**src/rtl/core/sci_pkg.sv**
```systemverilog
// Shared constants, codes and types of the substitution count iterator.
`timescale 1ns / 1ps
package sci_pkg;

    localparam int MAX_SYMBOLS = 16;
    localparam int COUNT_BITS  = 48;
    localparam int SYM_W       = $clog2(MAX_SYMBOLS);
    localparam int NUM_W       = $clog2(MAX_SYMBOLS + 1);
    localparam int WEIGHT_W    = 5;
    localparam int REQ_W       = 2;
    localparam int INDEX_W     = 4;
    localparam int FIELD_W     = 48;
    localparam int USE_W       = 5;
    localparam int PADDR_W     = 4;
    localparam int PDATA_W     = 64;

    localparam logic [COUNT_BITS-1:0] COUNT_MAX = {COUNT_BITS{1'b1}};

    localparam logic [REQ_W-1:0] REQ_WRITE   = 2'd0;
    localparam logic [REQ_W-1:0] REQ_RESTART = 2'd1;
    localparam logic [REQ_W-1:0] REQ_STEP    = 2'd2;

    localparam logic REG_SYMBOLS_IN_USE = 1'b0;
    localparam logic REG_TOTAL_LIMIT    = 1'b1;

    typedef enum logic [2:0] {
        OP_HOLD,
        OP_WRITE,
        OP_RESTART,
        OP_START,
        OP_MAC,
        OP_FINISH
    } t_cell_op;

    typedef struct packed {
        t_cell_op              op;
        logic [SYM_W-1:0]      row;
        logic [SYM_W-1:0]      col;
        logic [WEIGHT_W-1:0]   weight;
        logic [SYM_W-1:0]      t;
        logic [NUM_W-1:0]      n;
    } t_cell_ctl;

endpackage

```
**src/rtl/core/sci_cell.sv**
```systemverilog
// One cell of the chain: a row of weights, one count and its multiply-accumulate.
`timescale 1ns / 1ps
module sci_cell (
    input  logic                           i_clk,
    input  logic                           i_rst_n,
    input  sci_pkg::t_cell_ctl             i_ctl,
    input  logic [sci_pkg::SYM_W-1:0]      i_cell_idx,
    input  logic [sci_pkg::COUNT_BITS-1:0] i_ring,
    output logic [sci_pkg::COUNT_BITS-1:0] o_count,
    output logic                           o_ovf
);
    import sci_pkg::*;

    localparam int PROD_W = COUNT_BITS + WEIGHT_W;

    logic [WEIGHT_W-1:0]   r_w [MAX_SYMBOLS];
    logic [COUNT_BITS-1:0] r_cnt;
    logic [COUNT_BITS-1:0] r_acc;
    logic [COUNT_BITS-1:0] r_prod;
    logic                  r_ovf;

    logic [SYM_W:0]        w_col_sum;
    logic [SYM_W-1:0]      w_col;
    logic                  w_row_act;
    logic                  w_act;
    logic [PROD_W-1:0]     w_prod_full;
    logic                  w_mul_sat;
    logic [COUNT_BITS-1:0] w_prod;
    logic [COUNT_BITS:0]   w_sum_full;
    logic                  w_add_sat;
    logic [COUNT_BITS-1:0] w_sum;
    logic [COUNT_BITS-1:0] w_unit;

    // At ring step t this cell holds the count of symbol (index + t) mod MAX_SYMBOLS.
    assign w_col_sum = {1'b0, i_cell_idx} + {1'b0, i_ctl.t};
    assign w_col     = (w_col_sum >= (SYM_W+1)'(MAX_SYMBOLS))
                     ? SYM_W'(w_col_sum - (SYM_W+1)'(MAX_SYMBOLS))
                     : w_col_sum[SYM_W-1:0];

    assign w_row_act = NUM_W'(i_cell_idx) < i_ctl.n;
    assign w_act     = w_row_act && (NUM_W'(w_col) < i_ctl.n);

    assign w_prod_full = PROD_W'(r_cnt) * PROD_W'(r_w[w_col]);
    assign w_mul_sat   = |w_prod_full[PROD_W-1:COUNT_BITS];
    assign w_prod      = w_mul_sat ? COUNT_MAX : w_prod_full[COUNT_BITS-1:0];

    assign w_sum_full = {1'b0, r_acc} + {1'b0, r_prod};
    assign w_add_sat  = w_sum_full[COUNT_BITS];
    assign w_sum      = w_add_sat ? COUNT_MAX : w_sum_full[COUNT_BITS-1:0];

    assign w_unit = (i_cell_idx == '0) ? COUNT_BITS'(1) : '0;

    always_ff @(posedge i_clk) begin
        if (!i_rst_n) begin
            r_cnt <= w_unit;
            r_ovf <= 1'b0;
            for (int k = 0; k < MAX_SYMBOLS; k++) begin
                r_w[k] <= '0;
            end
        end else begin
            unique case (i_ctl.op)
                OP_WRITE: begin
                    if (i_ctl.row == i_cell_idx) begin
                        r_w[i_ctl.col] <= i_ctl.weight;
                    end
                end
                OP_RESTART: begin
                    r_cnt <= w_unit;
                    r_ovf <= 1'b0;
                end
                OP_START: begin
                    r_acc  <= '0;
                    r_prod <= '0;
                    r_ovf  <= 1'b0;
                end
                OP_MAC: begin
                    r_cnt  <= i_ring;
                    r_prod <= w_act ? w_prod : '0;
                    r_acc  <= w_sum;
                    r_ovf  <= r_ovf | (w_act & w_mul_sat) | w_add_sat;
                end
                OP_FINISH: begin
                    r_cnt <= w_row_act ? w_sum : '0;
                    r_ovf <= r_ovf | (w_row_act & w_add_sat);
                end
                OP_HOLD: begin
                end
                default: begin
                end
            endcase
        end
    end

    assign o_count = r_cnt;
    assign o_ovf   = r_ovf;

endmodule

```
**config.mk**
```make
export PLATFORM = sky130hd
export DESIGN_NAME = sci_cell
export DESIGN_NICKNAME = d
export VERILOG_FILES = /design/src/rtl/core/sci_pkg.sv /design/src/rtl/core/sci_cell.sv
export SDC_FILE = /design/constraint.sdc
export NUM_CORES = 1
export LEC_CHECK = 0
export BUFFER_PORTS_ARGS = -buffer_cell sky130_fd_sc_hd__buf_2
export CAP_MARGIN = 20
export CORE_ASPECT_RATIO = 0.5
export CORE_MARGIN = 8
export CORE_UTILIZATION = 40
export DETAILED_ROUTE_END_ITERATION = 8
export HOLD_SLACK_MARGIN = 0.02
export PLACE_DENSITY = 0.56
export SKIP_CTS_REPAIR_TIMING = 1
export SLEW_MARGIN = 20
export SYNTH_ARGS = -nofsm -noshare
export SYNTH_HDL_FRONTEND = slang
export SYNTH_SLANG_ARGS = --single-unit
```
**constraint.sdc**
```tcl
create_clock -name i_clk -period 10.3 [get_ports i_clk]
set_clock_uncertainty 0.1 [all_clocks]
set_input_delay 0.515 -clock i_clk [delete_from_list [all_inputs] [get_ports i_clk]]
set_output_delay 0.515 -clock i_clk [all_outputs]
set_load 0.03 [all_outputs]
```
==> flow_summary_export.csv <==
group,metric,value,unit
critical_path,r2r_slack,2970,ps
synth,synth_common_cells,"and2_1, edfxtp_1, inv_1",
synth,ys_seq_elements,225,
die,design.core.area,52100,um^2
global_route,number_of_antenna_violations_at_the_first_check_in_global_routing,0,
global_route,grt_pass1_wl,95100,um
timing,relSlewSlack,32.4,%
synth,synth_seq_area_share,31.9,%
placement,hpwl,46400,um
synth,syn-instance-count,2260,
clock_network,clk-insertion-delay-late,530,ps
critical_path,crit_arrival,8480,ps
critical_path,cpMostUsedCell,"fa_1",
power_and_ir_drop,power.density,173,nW/um^2
route,detail_route.vias_per_cell,5.44,
die,dieHeight,179,um
critical_path,cp_max_fo,49,
die,num_io_pins,128,
route,postRouteWirelength,60000,um
global_route,gr-usage-all-layers,19.6,%
critical_path,timing.critical_path.to_type,"register",
critical_path,slowest_stage,"fa_1",
power_and_ir_drop,total_leakage_power,9.95,nW
synth,yosysMostFrequentCell,"and2_1",
critical_path,cp_slowest_stage_delay,1160,ps
flow_run,cap_violations,0,
die,chipWidth,341,um
placement,port_buffers,127,
route,drt_first_pass_iters,5,
critical_path,cpLargestDelayFamily,"adder cells",
synth,synth.yosys.warnings,0,
clock_network,cts-root-buf,"clkbuf_16",
timing,final.period_utilization,80.9,%
clock_network,clk_transition_reported_paths,70,ps
power_and_ir_drop,peakVddDrop,0.138,mV
min_path,worstHoldPathType,"primary input to register",
synth,netlist.area_leader.share,31.8,%
synth,ys_async_sr_fraction,0,%
synth,synth_fp_nets,2598,
synth,synth_edf_count,224,
timing,setup_violations,0,
timing,final_hold_fails,0,
timing,grt_setup_unrepaired,"false",
synth,mappedNetlistArea,21100,um^2
clock_network,cts_tree,"done",
route,via_count,16500,
layout,area_delta_synth_final,9.23,%
synth,postSynthAreaPerCell,9.36,um^2
timing,timing_worst_slew_pin_value,1010,ps
synth,synth.lib_cells_used.distinct,77,
global_route,globalRouteOverflowTotal,0,
synth,synth_largest_area_cell,"edfxtp_1",
outcome,outcome,"complete, no violations",
die,initial_utilization,40.6,%
power_and_ir_drop,p_total,4.00,mW
layout,finish.net_count,2647,
synth,synthFlopType,"edfxtp_1",
route,detail_route.iter0.violations,1203,
route,drt.antenna.violating_nets,0,
timing,fmax,0.120,GHz
layout,antenna_cells,0,
synth,yosys-top-cells-area,"edfxtp_1, fa_1, and2_1",
route,drc,0,
route,drt-wirelength-per-cell,19.8,um
global_route,first_global_vias,16500,
clock_network,h_tree_level_count,1,
timing,final-max-slew-violation-count,0,
placement,gpl.final_weighted_congestion,0.929,
critical_path,setup.worst_path.class,"primary input to register",
timing,fin_tns_setup,0,ps
clock_network,clock-sinks,225,
clock_network,cts-buffers-inserted,21,
die,die_area,60900,um^2
die,fp_rows,59,
clock_network,cts_max_path_buffers,3,
layout,post_route_cells_drive_above_1_share,10.5,%
critical_path,crit_buf_inv,5,
global_route,grt_max_degree,56,
critical_path,cp_data_required_time,10450,ps
critical_path,critical_path.startpoint_type,"primary input",
timing,final_period_minus_worst_setup_slack,8340,ps
## cells in the final DEF (no fill, tap or decap), types with 5 or more instances in the layout
master	n
xor2_1	42
inv_1	214
o211ai_1	12
a31oi_1	56
or3_1	10
fa_1	140
and4_1	6
o22ai_1	5
a21o_1	64
or2_2	6
mux2i_1	10
nand4_1	34
mux4_2	20
o31a_1	5
clkbuf_16	21
o31ai_1	6
nand3_1	28
nand2b_1	19
buf_2	127
xnor2_1	46
nor4_1	10
nor2b_1	9
o21ai_0	103
nor2_1	136
and3_1	15
buf_4	20
nor3_1	35
and2_1	276
a211oi_1	16
o21bai_1	20
mux2_2	5
nand2_1	203
o21a_1	9
ha_1	119
a2111oi_0	5
edfxtp_1	224
a21oi_1	152
a211oi_2	5
## layout make-up
cell class	count	area, um^2
sequential	225	6750
tap	701	877
clock buffer	23	533
clock inverter	15	196
fill	5165	29000
inverter	214	803
timing repair buffer	147	786
multi-input combinational	1700	13200
## logic make-up (layout without fill, tap and decap cells)
| kind of cell | after synthesis | in the layout | share of synthesized area, % |
|---|---|---|---|
| compound gates | 515 | 515 | 15.5 |
| xor+xnor | 88 | 88 | 3.64 |
| fa+ha+maj | 259 | 259 | 20.3 |
| buf+inv | 335 | 399 | 6.20 |
| flops | 225 | 225 | 31.9 |
| mux | 35 | 35 | 2.87 |
| simple gates | 803 | 803 | 19.6 |
## registers in the layout, summed over array words and instances (netlist names)
register  count
o_count      48
o_ovf         1
r_acc        48
r_prod       48
r_w          80
## per-stage QoR
stage / hold slack (ps) / instance area, um^2 / setup WS [ps] / util, % / std cells
4_1_cts: 129 / 23100 / 2010 / 44.3 / 3025
6_report: 156 / 23100 / 1960 / 44.3 / 3025
3_5_place_dp: 590 / 22400 / 1450 / 42.9 / 2987
5_1_grt: 143 / 23100 / 1560 / 44.3 / 3025
3_3_place_gp: 579 / 22400 / 1530 / 42.9 / 2987
2_1_floorplan: 546 / 21100 / 1520 / - / 2260
## path summary, 6_finish.rpt
path                  from          to  cells after the start
max          i_cell_idx[0]   r_prod[6]                     25
min              i_ring[2]  o_count[2]                      2
max reg2reg      r_w[2][4]   r_prod[6]                     22
min reg2reg      r_prod[0]    r_acc[0]                      3
## metal layers
| layer | global-route usage [%] | wire length, um | up-vias |
|---|---|---|---|
| met5 | 0 | 0 | - |
| met4 | 5.07 | 1680 | 0 |
| met2 | 33.6 | 28900 | 319 |
| li1 | - | - | 7948 |
| met1 | 26.1 | 27100 | 8101 |
| met3 | 2.64 | 2400 | 82 |
## power by group
group / total [mW] / leakage [nW] / switching, mW / internal, mW
sequential: 1.10 / 2.23 / 0.0419 / 1.06
clock: 0.858 / 0.354 / 0.376 / 0.482
combinational: 2.05 / 7.36 / 1.33 / 0.721
total: 4.00 / 9.95 / 1.74 / 2.26
Power figures use the tool's default switching activity.
